**config.mk**
```make
export PLATFORM = sky130hd
export DESIGN_NAME = sliding_window_anagram_match
export DESIGN_NICKNAME = d
export VERILOG_FILES = /design/src/rtl/core/swam_pkg.sv /design/src/rtl/core/swam_hist.sv /design/src/rtl/core/swam_ring.sv /design/src/rtl/core/sliding_window_anagram_match.sv
export SDC_FILE = /design/constraint.sdc
export NUM_CORES = 1
export LEC_CHECK = 0
export ABC_AREA = 1
export BUFFER_PORTS_ARGS = -buffer_cell sky130_fd_sc_hd__buf_4
export CAP_MARGIN = 5
export CORE_ASPECT_RATIO = 0.75
export CORE_MARGIN = 1
export CORE_UTILIZATION = 65
export DETAILED_ROUTE_END_ITERATION = 7
export PLACE_DENSITY_LB_ADDON = 0.05
export SYNTH_ARGS = -nofsm -noshare
export SYNTH_HDL_FRONTEND = slang
export SYNTH_SLANG_ARGS = --single-unit
export TNS_END_PERCENT = 20
```
**constraint.sdc**
```tcl
create_clock -name clock -period 7.8 [get_ports clock]
set_input_delay 0.39 -clock clock [delete_from_list [all_inputs] [get_ports clock]]
set_output_delay 0.39 -clock clock [all_outputs]
set_load 0.03 [all_outputs]
```
**src/rtl/core/swam_pkg.sv**
```systemverilog
// Shared types and constants for the sliding window anagram matcher.
// Used by swam_hist, swam_ring and sliding_window_anagram_match.
// No dependencies.
package swam_pkg;

   localparam int WINDOW_CAPACITY = 64;
   localparam int ALPHABET_SIZE   = 26;

   localparam int LETTER_W = 7;
   localparam int OPCODE_W = 2;
   localparam int IDX_W    = (ALPHABET_SIZE > 1) ? $clog2(ALPHABET_SIZE) : 1;
   localparam int PTR_W    = (WINDOW_CAPACITY > 1) ? $clog2(WINDOW_CAPACITY) : 1;
   localparam int CNT_W    = $clog2(WINDOW_CAPACITY + 1);
   localparam int DIFF_W   = CNT_W + 1;
   localparam int MM_W     = $clog2(ALPHABET_SIZE + 1);

   localparam logic [LETTER_W-1:0] LETTER_BASE = LETTER_W'(97);

   typedef enum logic [OPCODE_W-1:0] {
      OP_START   = 2'd0,
      OP_PATTERN = 2'd1,
      OP_TEXT    = 2'd2,
      OP_QUERY   = 2'd3
   } opcode_type;

   typedef logic [IDX_W-1:0]         idx_type;
   typedef logic signed [DIFF_W-1:0] diff_type;

   // Histogram update request for one accepted transaction.
   typedef struct packed {
      logic    clear;
      logic    inc_en;
      idx_type inc_idx;
      logic    dec_en;
      idx_type dec_idx;
   } hist_ctrl_type;

endpackage

```
**src/rtl/core/swam_hist.sv**
```systemverilog
// Signed difference histogram (pattern count minus window count) kept as one
// register cell per letter, plus the count of letters whose difference is nonzero.
// Depends on swam_pkg.
module swam_hist (
   input  logic                        clock,
   input  logic                        reset,
   input  swam_pkg::hist_ctrl_type     ctrl,
   output logic [swam_pkg::MM_W-1:0]   mismatch_next
);
   import swam_pkg::*;

   diff_type                 cell_ff [ALPHABET_SIZE];
   diff_type                 cell_in [ALPHABET_SIZE];
   logic [MM_W-1:0]          mismatch_ff;
   logic [MM_W-1:0]          mismatch_in;
   logic [ALPHABET_SIZE-1:0] inc_only;
   logic [ALPHABET_SIZE-1:0] dec_only;
   logic [ALPHABET_SIZE-1:0] went_nz;
   logic [ALPHABET_SIZE-1:0] went_z;
   logic                     nz_inc;
   logic                     nz_dec;
   logic                     z_inc;
   logic                     z_dec;

   // Each cell decides its own update; when both the entering and the leaving
   // letter hit the same cell the two changes cancel.
   always_comb begin
      for (int i = 0; i < ALPHABET_SIZE; i++) begin
         inc_only[i] = ctrl.inc_en && (ctrl.inc_idx == IDX_W'(i))
                       && !(ctrl.dec_en && (ctrl.dec_idx == IDX_W'(i)));
         dec_only[i] = ctrl.dec_en && (ctrl.dec_idx == IDX_W'(i))
                       && !(ctrl.inc_en && (ctrl.inc_idx == IDX_W'(i)));
         if (inc_only[i]) begin
            cell_in[i] = cell_ff[i] + DIFF_W'(1);
         end else if (dec_only[i]) begin
            cell_in[i] = cell_ff[i] - DIFF_W'(1);
         end else begin
            cell_in[i] = cell_ff[i];
         end
         went_nz[i] = (cell_ff[i] == '0) && (cell_in[i] != '0);
         went_z[i]  = (cell_ff[i] != '0) && (cell_in[i] == '0);
      end
   end

   // At most one cell moves up and one moves down, so an OR finds each event.
   assign nz_inc = |(went_nz & inc_only);
   assign nz_dec = |(went_nz & dec_only);
   assign z_inc  = |(went_z & inc_only);
   assign z_dec  = |(went_z & dec_only);

   always_comb begin
      if (ctrl.clear) begin
         mismatch_in = '0;
      end else begin
         mismatch_in = mismatch_ff + MM_W'(nz_inc) + MM_W'(nz_dec)
                       - MM_W'(z_inc) - MM_W'(z_dec);
      end
   end

   assign mismatch_next = mismatch_in;

   always_ff @(posedge clock) begin
      if (reset || ctrl.clear) begin
         mismatch_ff <= '0;
         for (int i = 0; i < ALPHABET_SIZE; i++) begin
            cell_ff[i] <= '0;
         end
      end else begin
         mismatch_ff <= mismatch_in;
         for (int i = 0; i < ALPHABET_SIZE; i++) begin
            cell_ff[i] <= cell_in[i];
         end
      end
   end

endmodule

```
**src/rtl/core/swam_ring.sv**
```systemverilog
// Window ring memory holding the letter indexes of the last text letters, with
// a registered read that prefetches the letter leaving the window next.
// Depends on swam_pkg.
module swam_ring (
   input  logic                       clock,
   input  logic                       reset,
   input  logic                       clear,
   input  logic                       wr_en,
   input  swam_pkg::idx_type          wr_idx,
   input  logic [swam_pkg::CNT_W-1:0] pattern_length_in,
   output swam_pkg::idx_type          evict_idx
);
   import swam_pkg::*;

   idx_type            ring_mem [WINDOW_CAPACITY];
   logic [PTR_W-1:0]   ring_ptr_ff;
   logic [PTR_W-1:0]   ring_ptr_in;
   logic [CNT_W:0]     rd_sum;
   logic [PTR_W-1:0]   rd_addr;
   idx_type            rd_data_ff;

   always_comb begin
      if (clear) begin
         ring_ptr_in = '0;
      end else if (wr_en) begin
         ring_ptr_in = (ring_ptr_ff == PTR_W'(WINDOW_CAPACITY - 1)) ? '0
                       : ring_ptr_ff + PTR_W'(1);
      end else begin
         ring_ptr_in = ring_ptr_ff;
      end
   end

   // Slot of the oldest window letter as seen by the next transaction.
   always_comb begin
      if ((CNT_W + 1)'(ring_ptr_in) >= (CNT_W + 1)'(pattern_length_in)) begin
         rd_sum = (CNT_W + 1)'(ring_ptr_in) - (CNT_W + 1)'(pattern_length_in);
      end else begin
         rd_sum = (CNT_W + 1)'(ring_ptr_in) + (CNT_W + 1)'(WINDOW_CAPACITY)
                  - (CNT_W + 1)'(pattern_length_in);
      end
      rd_addr = rd_sum[PTR_W-1:0];
   end

   always_ff @(posedge clock) begin
      if (reset) begin
         ring_ptr_ff <= '0;
      end else begin
         ring_ptr_ff <= ring_ptr_in;
      end
   end

   // A one-letter window reads the slot being written now, so it is forwarded.
   always_ff @(posedge clock) begin
      if (wr_en) begin
         ring_mem[ring_ptr_ff] <= wr_idx;
      end
      if (wr_en && (rd_addr == ring_ptr_ff)) begin
         rd_data_ff <= wr_idx;
      end else begin
         rd_data_ff <= ring_mem[rd_addr];
      end
   end

   assign evict_idx = rd_data_ff;

endmodule

```
**src/rtl/core/sliding_window_anagram_match.sv**
```systemverilog
// Top level of the sliding window anagram matcher.
// Depends on swam_pkg, swam_hist and swam_ring.
//
// Usage: each request transaction carries an opcode and a letter. Start clears
// the block, pattern letters build the letter histogram (only before the first
// text letter), text letters slide a window as long as the pattern over the
// text, and query only reports. Every request yields exactly one response
// transaction with window_match, found (sticky) and overflow (sticky).
// Latency: the response is valid in the cycle after the request is accepted.
// Throughput: one request per cycle. The histogram is a row of per-letter
// cells updated in parallel, and the letter leaving the window is prefetched
// from the ring memory by its registered read port the cycle before it is used.
// The response sits in an output register; a new request is taken while it
// waits if the receiver takes it in the same cycle, so a stalled receiver
// holds the response and stops further requests.
// Reset clears all control state and the histogram at once; the ring memory is
// not cleared, since a slot is always written before it leaves the window.
module sliding_window_anagram_match (
   input  logic                          clock,
   input  logic                          reset,
   input  logic                          req_valid,
   output logic                          req_ready,
   input  logic [swam_pkg::OPCODE_W-1:0] req_opcode,
   input  logic [swam_pkg::LETTER_W-1:0] req_letter,
   output logic                          rsp_valid,
   input  logic                          rsp_ready,
   output logic                          rsp_window_match,
   output logic                          rsp_found,
   output logic                          rsp_overflow
);
   import swam_pkg::*;

   logic              accept;
   opcode_type        opcode;
   logic [LETTER_W-1:0] letter_off;
   logic              idx_ok;
   idx_type           idx;
   idx_type           evict_idx;
   logic [MM_W-1:0]   mismatch_next;
   hist_ctrl_type     hist_ctrl;
   logic              is_start;
   logic              pat_do;
   logic              ovf_set;
   logic              txt_do;
   logic              evict;
   logic              match;

   logic [CNT_W-1:0]  pattern_length_ff;
   logic [CNT_W-1:0]  pattern_length_in;
   logic [CNT_W-1:0]  text_seen_ff;
   logic [CNT_W-1:0]  text_seen_in;
   logic              found_ff;
   logic              found_in;
   logic              overflow_ff;
   logic              overflow_in;
   logic              rsp_valid_ff;
   logic              rsp_valid_in;
   logic              rsp_match_ff;
   logic              rsp_found_ff;
   logic              rsp_overflow_ff;

   assign req_ready = !reset && (!rsp_valid_ff || rsp_ready);
   assign accept    = req_valid && req_ready;
   assign opcode    = opcode_type'(req_opcode);

   assign letter_off = req_letter - LETTER_BASE;
   assign idx_ok     = (req_letter >= LETTER_BASE)
                       && (letter_off < LETTER_W'(ALPHABET_SIZE));
   assign idx        = letter_off[IDX_W-1:0];

   always_comb begin
      is_start = 1'b0;
      pat_do   = 1'b0;
      ovf_set  = 1'b0;
      txt_do   = 1'b0;
      unique case (opcode)
         OP_START: begin
            is_start = accept;
         end
         OP_PATTERN: begin
            if (accept && idx_ok && (text_seen_ff == '0)) begin
               if (pattern_length_ff >= CNT_W'(WINDOW_CAPACITY)) begin
                  ovf_set = 1'b1;
               end else begin
                  pat_do = 1'b1;
               end
            end
         end
         OP_TEXT: begin
            txt_do = accept && idx_ok && (pattern_length_ff != '0);
         end
         OP_QUERY: begin
         end
         default: begin
         end
      endcase
   end

   assign evict = txt_do && (text_seen_ff >= pattern_length_ff);

   always_comb begin
      hist_ctrl.clear   = is_start;
      hist_ctrl.inc_en  = pat_do || evict;
      hist_ctrl.inc_idx = evict ? evict_idx : idx;
      hist_ctrl.dec_en  = txt_do;
      hist_ctrl.dec_idx = idx;
   end

   always_comb begin
      pattern_length_in = pattern_length_ff;
      text_seen_in      = text_seen_ff;
      overflow_in       = overflow_ff;
      if (is_start) begin
         pattern_length_in = '0;
         text_seen_in      = '0;
         overflow_in       = 1'b0;
      end else begin
         if (pat_do) begin
            pattern_length_in = pattern_length_ff + CNT_W'(1);
         end
         if (ovf_set) begin
            overflow_in = 1'b1;
         end
         if (txt_do && (text_seen_ff < CNT_W'(WINDOW_CAPACITY))) begin
            text_seen_in = text_seen_ff + CNT_W'(1);
         end
      end
   end

   assign match    = (text_seen_in >= pattern_length_in) && (mismatch_next == '0);
   assign found_in = (found_ff && !is_start) || match;

   always_comb begin
      if (accept) begin
         rsp_valid_in = 1'b1;
      end else if (rsp_ready) begin
         rsp_valid_in = 1'b0;
      end else begin
         rsp_valid_in = rsp_valid_ff;
      end
   end

   swam_hist u_hist (
      .clock         (clock),
      .reset         (reset),
      .ctrl          (hist_ctrl),
      .mismatch_next (mismatch_next)
   );

   swam_ring u_ring (
      .clock             (clock),
      .reset             (reset),
      .clear             (is_start),
      .wr_en             (txt_do),
      .wr_idx            (idx),
      .pattern_length_in (pattern_length_in),
      .evict_idx         (evict_idx)
   );

   always_ff @(posedge clock) begin
      if (reset) begin
         pattern_length_ff <= '0;
         text_seen_ff      <= '0;
         found_ff          <= 1'b0;
         overflow_ff       <= 1'b0;
         rsp_valid_ff      <= 1'b0;
      end else begin
         rsp_valid_ff <= rsp_valid_in;
         if (accept) begin
            pattern_length_ff <= pattern_length_in;
            text_seen_ff      <= text_seen_in;
            found_ff          <= found_in;
            overflow_ff       <= overflow_in;
         end
      end
   end

   always_ff @(posedge clock) begin
      if (accept) begin
         rsp_match_ff    <= match;
         rsp_found_ff    <= found_in;
         rsp_overflow_ff <= overflow_in;
      end
   end

   assign rsp_valid        = rsp_valid_ff;
   assign rsp_window_match = rsp_match_ff;
   assign rsp_found        = rsp_found_ff;
   assign rsp_overflow     = rsp_overflow_ff;

   a_text_seen_bound: assert property (@(posedge clock) disable iff (reset)
      text_seen_ff <= CNT_W'(WINDOW_CAPACITY))
      else $error("text count exceeds window capacity");

   a_overflow_full: assert property (@(posedge clock) disable iff (reset)
      overflow_ff |-> (pattern_length_ff == CNT_W'(WINDOW_CAPACITY)))
      else $error("overflow set while pattern is not full");

   a_start_matches: assert property (@(posedge clock) disable iff (reset)
      is_start |=> (rsp_valid_ff && rsp_match_ff && rsp_found_ff && !rsp_overflow_ff))
      else $error("start transaction did not report an empty pattern match");

   a_match_found: assert property (@(posedge clock) disable iff (reset)
      (rsp_valid_ff && rsp_match_ff) |-> rsp_found_ff)
      else $error("window match reported without found");

endmodule

```
==> metrics.txt, run 1 <==
# TYPE chip_impl_metric gauge
chip_impl_metric{name="post_synth_xor_area_fraction",unit="%"} 3.44
chip_impl_metric{name="synth_edf_count",unit=""} 323
chip_impl_metric{name="final.min_clock_period",unit="ps"} 7480
chip_impl_metric{name="place_area",unit="um2"} 35500
chip_impl_metric{name="finalHoldViolCount",unit=""} 0
chip_impl_metric{name="tns",unit="ps"} 0
chip_impl_metric{name="max_freq",unit="GHz"} 0.134
chip_impl_metric{name="synth_cell_type_count",unit=""} 48
chip_impl_metric{name="postLayoutCellArea",unit="um2"} 37400
chip_impl_metric{name="p_leak",unit="nW"} 16.9
chip_impl_info{name="combinational_family_with_the_most_area_after_synthesis",value="simple AND/OR/NAND/NOR gates"} 1
chip_impl_metric{name="syn_inst",unit=""} 4849
chip_impl_metric{name="slowest_delay",unit="ps"} 530
chip_impl_metric{name="post_route_insts_no_fill",unit=""} 5598
chip_impl_info{name="cts-root-buf",value="clkbuf_16"} 1
chip_impl_metric{name="synth-seq-cells",unit=""} 565
chip_impl_metric{name="avg_wl_per_cell",unit="um"} 17.1
chip_impl_metric{name="clk-insertion-delay-late",unit="ps"} 640
chip_impl_metric{name="grt_antenna_before_repair",unit=""} 1
chip_impl_metric{name="area_growth",unit="%"} 7.98
chip_impl_metric{name="floorplan.initialDensity",unit="%"} 66.6
chip_impl_metric{name="htree_num_levels",unit=""} 2
chip_impl_metric{name="post_synth_and_or_nand_nor_area_fraction",unit="%"} 39.1
chip_impl_metric{name="synth_async_sr_flop_share",unit="%"} 0
chip_impl_metric{name="number_of_design_rule_violations_left_after_detail_routing",unit=""} 0
chip_impl_metric{name="mappedNetlistArea",unit="um2"} 34700
chip_impl_metric{name="detail-route-antenna-nets",unit=""} 0
chip_impl_metric{name="synth_warnings",unit=""} 0
chip_impl_info{name="timing_worst_setup_path_type",value="reg2reg"} 1
chip_impl_metric{name="cts-root-to-sink-buffers",unit=""} 3
chip_impl_metric{name="post_synth.cell_area_avg",unit="um2"} 7.15
chip_impl_metric{name="design.portCount",unit=""} 18
chip_impl_info{name="min-delay-path-class",value="in2reg"} 1
chip_impl_metric{name="final.setup_skew",unit="ps"} 23.5
chip_impl_metric{name="synth.yosys.seq_area_share",unit="%"} 41.9
chip_impl_metric{name="design.final.nets",unit=""} 4976
chip_impl_metric{name="via_count_of_the_first_global_routing_pass",unit=""} 28600
chip_impl_info{name="worstSetupStartpointType",value="flip-flop"} 1
chip_impl_metric{name="fillerInstances",unit=""} 4244
chip_impl_metric{name="vias_per_cell",unit=""} 5.78
chip_impl_metric{name="gp_congestion",unit=""} 1.01
chip_impl_metric{name="drt_initial_violations",unit=""} 4184
chip_impl_metric{name="clk_pin_slew_worst_paths",unit="ps"} 60
chip_impl_metric{name="max-vdd-ir-drop",unit="mV"} 0.209
chip_impl_metric{name="ratio_of_final_minimum_period_to_clock_period",unit="%"} 96.0
chip_impl_metric{name="grt_overflow",unit=""} 0
chip_impl_info{name="critical_path.endpoint_type",value="flip-flop"} 1
chip_impl_metric{name="slew_viol_final",unit=""} 0
chip_impl_metric{name="clock-sinks",unit=""} 565
chip_impl_metric{name="grt_pass1_wl",unit="um"} 151000
chip_impl_metric{name="placed_cells",unit=""} 5492
chip_impl_metric{name="fp-row-count",unit=""} 72
chip_impl_metric{name="worst-path-max-fanout",unit=""} 48
chip_impl_metric{name="post_synth_fa_ha_maj_area_fraction",unit="%"} 4.24
chip_impl_metric{name="synth.net_count",unit=""} 4977
chip_impl_metric{name="worst-endpoint-arrival",unit="ps"} 8060
chip_impl_metric{name="grt_start_max_net_pins",unit=""} 118
chip_impl_metric{name="overall_die_area",unit="um2"} 54300
chip_impl_metric{name="postLayoutCoreUtil",unit="%"} 71.9
chip_impl_info{name="ys.flop_type",value="edfxtp_1"} 1
chip_impl_metric{name="dp_hpwl",unit="um"} 68300
chip_impl_metric{name="drv_cap",unit=""} 0
chip_impl_info{name="status",value="finished clean"} 1
chip_impl_metric{name="postCtsSetupRepairBufs",unit=""} 0
chip_impl_metric{name="finalSetupViolCount",unit=""} 0
chip_impl_metric{name="route.vias.total",unit=""} 32400
chip_impl_metric{name="detail_route.first_pass.iterations",unit=""} 8
chip_impl_info{name="critical-path-top-cell-by-count",value="nand2_1"} 1
chip_impl_metric{name="worst_pin_slew",unit="ps"} 984
chip_impl_metric{name="drt_wirelength",unit="um"} 95500
chip_impl_metric{name="synth-compound-area-share",unit="%"} 3.25
chip_impl_info{name="cts_tree",value="done"} 1
chip_impl_metric{name="cp_data_required_time",unit="ps"} 8370
chip_impl_metric{name="globalRouteTotalUtil",unit="%"} 35.2
chip_impl_metric{name="die_h",unit="um"} 202
chip_impl_info{name="slowest_stage",value="fa_1"} 1
chip_impl_metric{name="max-slew-margin-rel",unit="%"} 33.9
chip_impl_metric{name="floorplan.core_area",unit="um2"} 52100
chip_impl_metric{name="die_x",unit="um"} 269
chip_impl_metric{name="buffer_ports.inserted",unit=""} 17
chip_impl_metric{name="synth.area.mux_share",unit="%"} 0.0866
chip_impl_metric{name="power-per-cell-area",unit="nW/um2"} 169
chip_impl_metric{name="cts_inserted_buffers",unit=""} 56
chip_impl_metric{name="post_route_cells_drive_above_1_share",unit="%"} 5.05
==> stage by stage <==
step / hold slack [ps] / power (mW) / worst slack, ps
final: 93.3 / 6.32 / 315
after global placement: 500 / 3.57 / 409
after CTS: 77.5 / 6.33 / 298
after detailed placement: 505 / 3.57 / 346
after global routing: 128 / 6.49 / -1.61
after floorplan: 484 / 3.45 / 814
==> layout make-up <==
class                   count  area (um2)  share of cell area [%]
repair buffers             53         474                    1.27
multi-input cells        3581       17400                    46.5
inverters                 591        2230                    5.97
clock inverters            28         358                   0.956
well taps                 703         880                    2.35
flip-flops and latches    565       14500                    38.9
diodes                      1        2.50                 0.00668
clock buffers              76        1530                    4.08
==> per-layer routing <==
layer  share of wire, %  wire, um  GRT usage [%]
met1                 46     44000           55.3
met2                 39     37200           47.6
met4                1.9      1840           8.50
met3                 13     12400           8.78
met5              0.014        13              0
==> logic make-up after synthesis <==
group | count (synthesis)
adders and majority gates | 115
xor gates and xnor gates | 136
and+or+nand+nor | 3113
buffers and inverters | 703
muxes | 3
DFF | 565
AOI/OAI and AO/OA | 214
==> sequential cells by signal, summed over array words and instances, names as in the netlist, named ones only <==
signal,flops
found_ff,1
overflow_ff,1
pattern_length_ff,7
rsp_found,1
rsp_overflow,1
rsp_valid,1
rsp_window_match,1
text_seen_ff,7
u_hist.cell_ff,208
u_hist.mismatch_ff,5
u_ring.ring_mem,320
u_ring.ring_ptr_ff,6
==> cell usage after synthesis (2+ instances only) <==
library cell | n | area [um2]
or2_2 | 2 | 12.5
buf_2 | 32 | 160
nor4_1 | 24 | 150
o21ai_1 | 10 | 50.1
nor2_4 | 8 | 90.1
nand2_4 | 2 | 22.5
fa_1 | 4 | 80.1
nor2_1 | 538 | 2020
o21a_1 | 3 | 22.5
buf_6 | 3 | 33.8
buf_4 | 15 | 113
inv_4 | 2 | 12.5
nor2_2 | 27 | 169
a31oi_1 | 3 | 18.8
nand3_2 | 6 | 60.1
nor3_1 | 105 | 526
edfxtp_1 | 323 | 9700
nand3b_1 | 13 | 97.6
a21oi_1 | 136 | 681
ha_1 | 111 | 1390
o21ai_0 | 48 | 240
inv_2 | 24 | 90.1
nand3_1 | 767 | 3840
clkinv_1 | 7 | 26.3
nand2_1 | 1458 | 5470
clkbuf_1 | 55 | 206
buf_1 | 7 | 26.3
nand2_2 | 19 | 119
a21boi_1 | 5 | 37.5
inv_1 | 558 | 2090
or2_1 | 9 | 56.3
dfxtp_1 | 242 | 4840
mux2i_1 | 3 | 30.0
xor2_1 | 125 | 1090
nor3_2 | 2 | 20.0
a21o_1 | 2 | 15.0
nand4_1 | 127 | 795
o211ai_1 | 4 | 30.0
xnor2_1 | 11 | 96.3
==> critical path: cells and delay by family, from the launching register on <==
kind | cells | cell delay [ps]
AO/OA/AOI/OAI | 4 | 810
adder cells (fa/ha/maj) | 4 | 1520
buffers and inverters | 8 | 1390
flip-flops | 1 | 450
AND/OR/NAND/NOR | 24 | 3230
==> worst paths after layout <==
check                             from              endpoint  slack (ps)  cells past startpoint
setup / recovery             flip-flop              found_ff         320                     40
hold / removal               rsp_ready             rsp_valid          90                      4
setup reg to reg             flip-flop              found_ff         320                     40
hold reg to reg   u_hist.cell_ff[4][7]  u_hist.cell_ff[4][7]         520                      2
==> power breakdown <==
group	leakage, nW	internal, mW	switching (mW)
logic	11.1	0.0819	0.268
registers	4.85	3.16	0.00725
clock network	0.919	1.61	1.19
==> placed cells by master, fill, tap and decap left out, drive strengths merged, types with 5 or more instances in the layout <==
cell type  synthesis  layout
o21ai             58      58
nor2             574     574
nor3             108     108
a21boi             5       5
nor4              24      24
nand4            128     128
buf               57      52
nand2           1479    1479
inv              584     585
nand3b            14      14
xnor2             11      11
or2               11      11
bufinv             0       7
ha               111     111
edfxtp           323     323
clkinv             7      25
a21oi            137     137
xor2             125     125
nand3            774     774
clkbuf            55      76
dfxtp            242     242
==> what timing repair did <==
action	in CTS	in global routing
hold buffers	1	0
setup endpoints to repair	0	3
endpoints found under the hold margin	1	0
gates resized for setup	0	15
No activity file was read; power rests on OpenSTA's default activity.
==> run 2: changes to the inputs <==
--- a/config.mk
+++ b/config.mk
@@ -10,7 +10,7 @@
 export CAP_MARGIN = 5
 export CORE_ASPECT_RATIO = 0.75
 export CORE_MARGIN = 1
-export CORE_UTILIZATION = 65
+export CORE_UTILIZATION = 66
 export DETAILED_ROUTE_END_ITERATION = 7
 export PLACE_DENSITY_LB_ADDON = 0.05
 export SYNTH_ARGS = -nofsm -noshare
==> constraint.sdc (replaced) <==
create_clock -name clock -period 9.4 [get_ports clock]
set_input_delay 0.47 -clock clock [delete_from_list [all_inputs] [get_ports clock]]
set_output_delay 0.47 -clock clock [all_outputs]
set_load 0.03 [all_outputs]
==> run 2 against run 1 <==
Net effect: fmax fell by 6.3%; routed wire length rose by 0.56%; non-clock buffer count fell by 19; global-route usage up 0.56 points; power down 16%; cell area is 0.37% lower; sequential cell count did not move; setup slack improved by 1100 ps; clock skew rose by 11 ps.
==> metrics.txt, run 2 (synthesis results as in run 1) <==
# TYPE chip_impl_metric gauge
chip_impl_info{name="worstSetupStartpointType",value="flip-flop"} 1
chip_impl_metric{name="hold_buffers",unit=""} 0
chip_impl_metric{name="htree_num_levels",unit=""} 2
chip_impl_metric{name="slowest_delay",unit="ps"} 630
chip_impl_metric{name="finalHoldViolCount",unit=""} 0
chip_impl_info{name="timing_worst_setup_path_type",value="reg2reg"} 1
chip_impl_metric{name="buffer_ports.inserted",unit=""} 17
chip_impl_metric{name="post_route_cells_drive_above_1_share",unit="%"} 4.72
chip_impl_metric{name="number_of_design_rule_violations_left_after_detail_routing",unit=""} 0
chip_impl_metric{name="route.vias.total",unit=""} 32300
chip_impl_metric{name="floorplan.initialDensity",unit="%"} 67.1
chip_impl_metric{name="grt_antenna_before_repair",unit=""} 0
chip_impl_metric{name="fp-row-count",unit=""} 72
chip_impl_metric{name="drt_initial_violations",unit=""} 4690
chip_impl_metric{name="max-vdd-ir-drop",unit="mV"} 0.176
chip_impl_metric{name="die_x",unit="um"} 267
chip_impl_metric{name="max-slew-margin-rel",unit="%"} 28.0
chip_impl_info{name="critical-path-top-cell-by-count",value="nand2_1"} 1
chip_impl_info{name="registers.top_by_ff_count",value="u_ring.ring_mem"} 1
chip_impl_metric{name="antennaDiodeCount",unit=""} 0
chip_impl_metric{name="worst-path-max-fanout",unit=""} 83
chip_impl_metric{name="cts-root-to-sink-buffers",unit=""} 3
chip_impl_info{name="cts_tree",value="done"} 1
chip_impl_metric{name="tns",unit="ps"} 0
chip_impl_metric{name="worst_pin_slew",unit="ps"} 1080
chip_impl_metric{name="p_leak",unit="nW"} 16.8
chip_impl_metric{name="final.setup_skew",unit="ps"} 34.2
chip_impl_metric{name="vias_per_cell",unit=""} 5.79
chip_impl_metric{name="detail_route.first_pass.iterations",unit=""} 6
chip_impl_info{name="cts-root-buf",value="clkbuf_16"} 1
chip_impl_metric{name="floorplan.core_area",unit="um2"} 51700
chip_impl_metric{name="finalSetupViolCount",unit=""} 0
chip_impl_metric{name="design.final.nets",unit=""} 4957
chip_impl_metric{name="drt_wirelength",unit="um"} 96000
chip_impl_metric{name="cts_repair_resize_count",unit=""} 0
chip_impl_metric{name="clock-sinks",unit=""} 565
chip_impl_metric{name="grt_overflow",unit=""} 0
chip_impl_metric{name="cts_inserted_buffers",unit=""} 56
chip_impl_metric{name="power-per-cell-area",unit="nW/um2"} 142
chip_impl_info{name="layout_commonest_cell",value="nand2_1"} 1
chip_impl_metric{name="postCtsSetupRepairBufs",unit=""} 0
chip_impl_metric{name="overall_die_area",unit="um2"} 53500
chip_impl_metric{name="design.portCount",unit=""} 18
chip_impl_metric{name="drv_cap",unit=""} 0
chip_impl_info{name="min-delay-path-class",value="in2reg"} 1
chip_impl_metric{name="dp_slack",unit="ps"} 1650
chip_impl_metric{name="largest_reg_flops",unit=""} 320
chip_impl_metric{name="grt_pass1_wl",unit="um"} 153000
chip_impl_metric{name="die_h",unit="um"} 201
chip_impl_info{name="setup_repair_after_global_routing_missed_its_margin",value="false"} 1
chip_impl_metric{name="dp_hpwl",unit="um"} 67900
chip_impl_metric{name="gp_congestion",unit=""} 1.01
chip_impl_metric{name="final_critical_path_setup_slack",unit="ps"} 1410
chip_impl_metric{name="clk_pin_slew_worst_paths",unit="ps"} 70
chip_impl_info{name="slowest_stage",value="nor2_2"} 1
chip_impl_metric{name="ratio_of_final_minimum_period_to_clock_period",unit="%"} 85.0
chip_impl_metric{name="final.hold.worst_slack",unit="ps"} 36.4
chip_impl_info{name="critical_path.endpoint_type",value="flip-flop"} 1
chip_impl_metric{name="slew_viol_final",unit=""} 0
chip_impl_metric{name="max_freq",unit="GHz"} 0.125
chip_impl_info{name="status",value="finished clean"} 1
chip_impl_metric{name="clk-insertion-delay-late",unit="ps"} 650
chip_impl_metric{name="detail-route-antenna-nets",unit=""} 0
chip_impl_metric{name="area_growth",unit="%"} 7.58
chip_impl_metric{name="final.min_clock_period",unit="ps"} 7990
chip_impl_metric{name="globalRouteTotalUtil",unit="%"} 35.7
chip_impl_metric{name="worst-endpoint-arrival",unit="ps"} 8590
chip_impl_info{name="layout.cells.most_common_list",value="nand2_1, nand3_1, inv_1"} 1
chip_impl_metric{name="avg_wl_per_cell",unit="um"} 17.2
chip_impl_metric{name="grt_start_max_net_pins",unit=""} 126
chip_impl_metric{name="via_count_of_the_first_global_routing_pass",unit=""} 28700
chip_impl_info{name="reg_top3",value="u_ring.ring_mem: 320 flops, u_hist.cell_ff: 208 flops"} 1
chip_impl_metric{name="cp_data_required_time",unit="ps"} 10000
run 2: changes by cell type in the layout (fill, tap and decap cells not counted), sizes merged:
cell | previous run | this run
diode | 1 | 0
clkinv | 25 | 35
bufinv | 7 | 8
clkbuf | 76 | 66
buf | 52 | 34
dlygate4sd3 | 1 | 0
run 2: final timing paths:
| kind | startpoint | to | slack [ps] | depth (start not counted) |
|---|---|---|---|---|
| worst max-delay path | flip-flop | found_ff | 1410 | 41 |
| worst min-delay path | req_valid | rsp_valid | 40 | 3 |
| worst max register to register | flip-flop | found_ff | 1410 | 41 |
| worst min register to register | u_hist.cell_ff[19][7] | u_hist.cell_ff[19][7] | 510 | 2 |
run 2: area by class of cell:
| class | count | area [um2] |
|---|---|---|
| inverter | 591 | 2230 |
| clock buffer | 66 | 1500 |
| timing repair buffer | 34 | 305 |
| fill | 4304 | 14400 |
| multi-input combinational | 3581 | 17400 |
| tap | 703 | 880 |
| sequential | 565 | 14500 |
| clock inverter | 39 | 457 |
run 2: per-layer routing:
layer	GRT usage [%]	routed length, um
met5	0	0
met4	7.96	1930
met3	9.03	12700
met2	48.1	37400
met1	56.7	44000
run 2: through the flow:
stage               power [mW]  std cells  util, %  instance area [um2]
global route              5.45       5579     72.1                37300
floorplan                 2.86       4849        -                34700
global placement          2.95       5474     68.4                35300
detailed placement        2.96       5474     68.4                35300
CTS                       5.31       5579     72.1                37300
finish                    5.31       5579     72.1                37300
run 2: worst max-delay path: cells and delay by family, from the launching register on:
family	cells	cell delay, ps
adder cells (fa/ha/maj)	4	1580
AND/OR/NAND/NOR	27	3850
buffers and inverters	5	1130
flip-flops	1	490
AO/OA/AOI/OAI	5	810
run 2: report_power, final:
group          switching (mW)  internal [mW]
sequential            0.00906           2.62
clock                    1.03           1.37
combinational           0.217         0.0642
total                    1.26           4.06
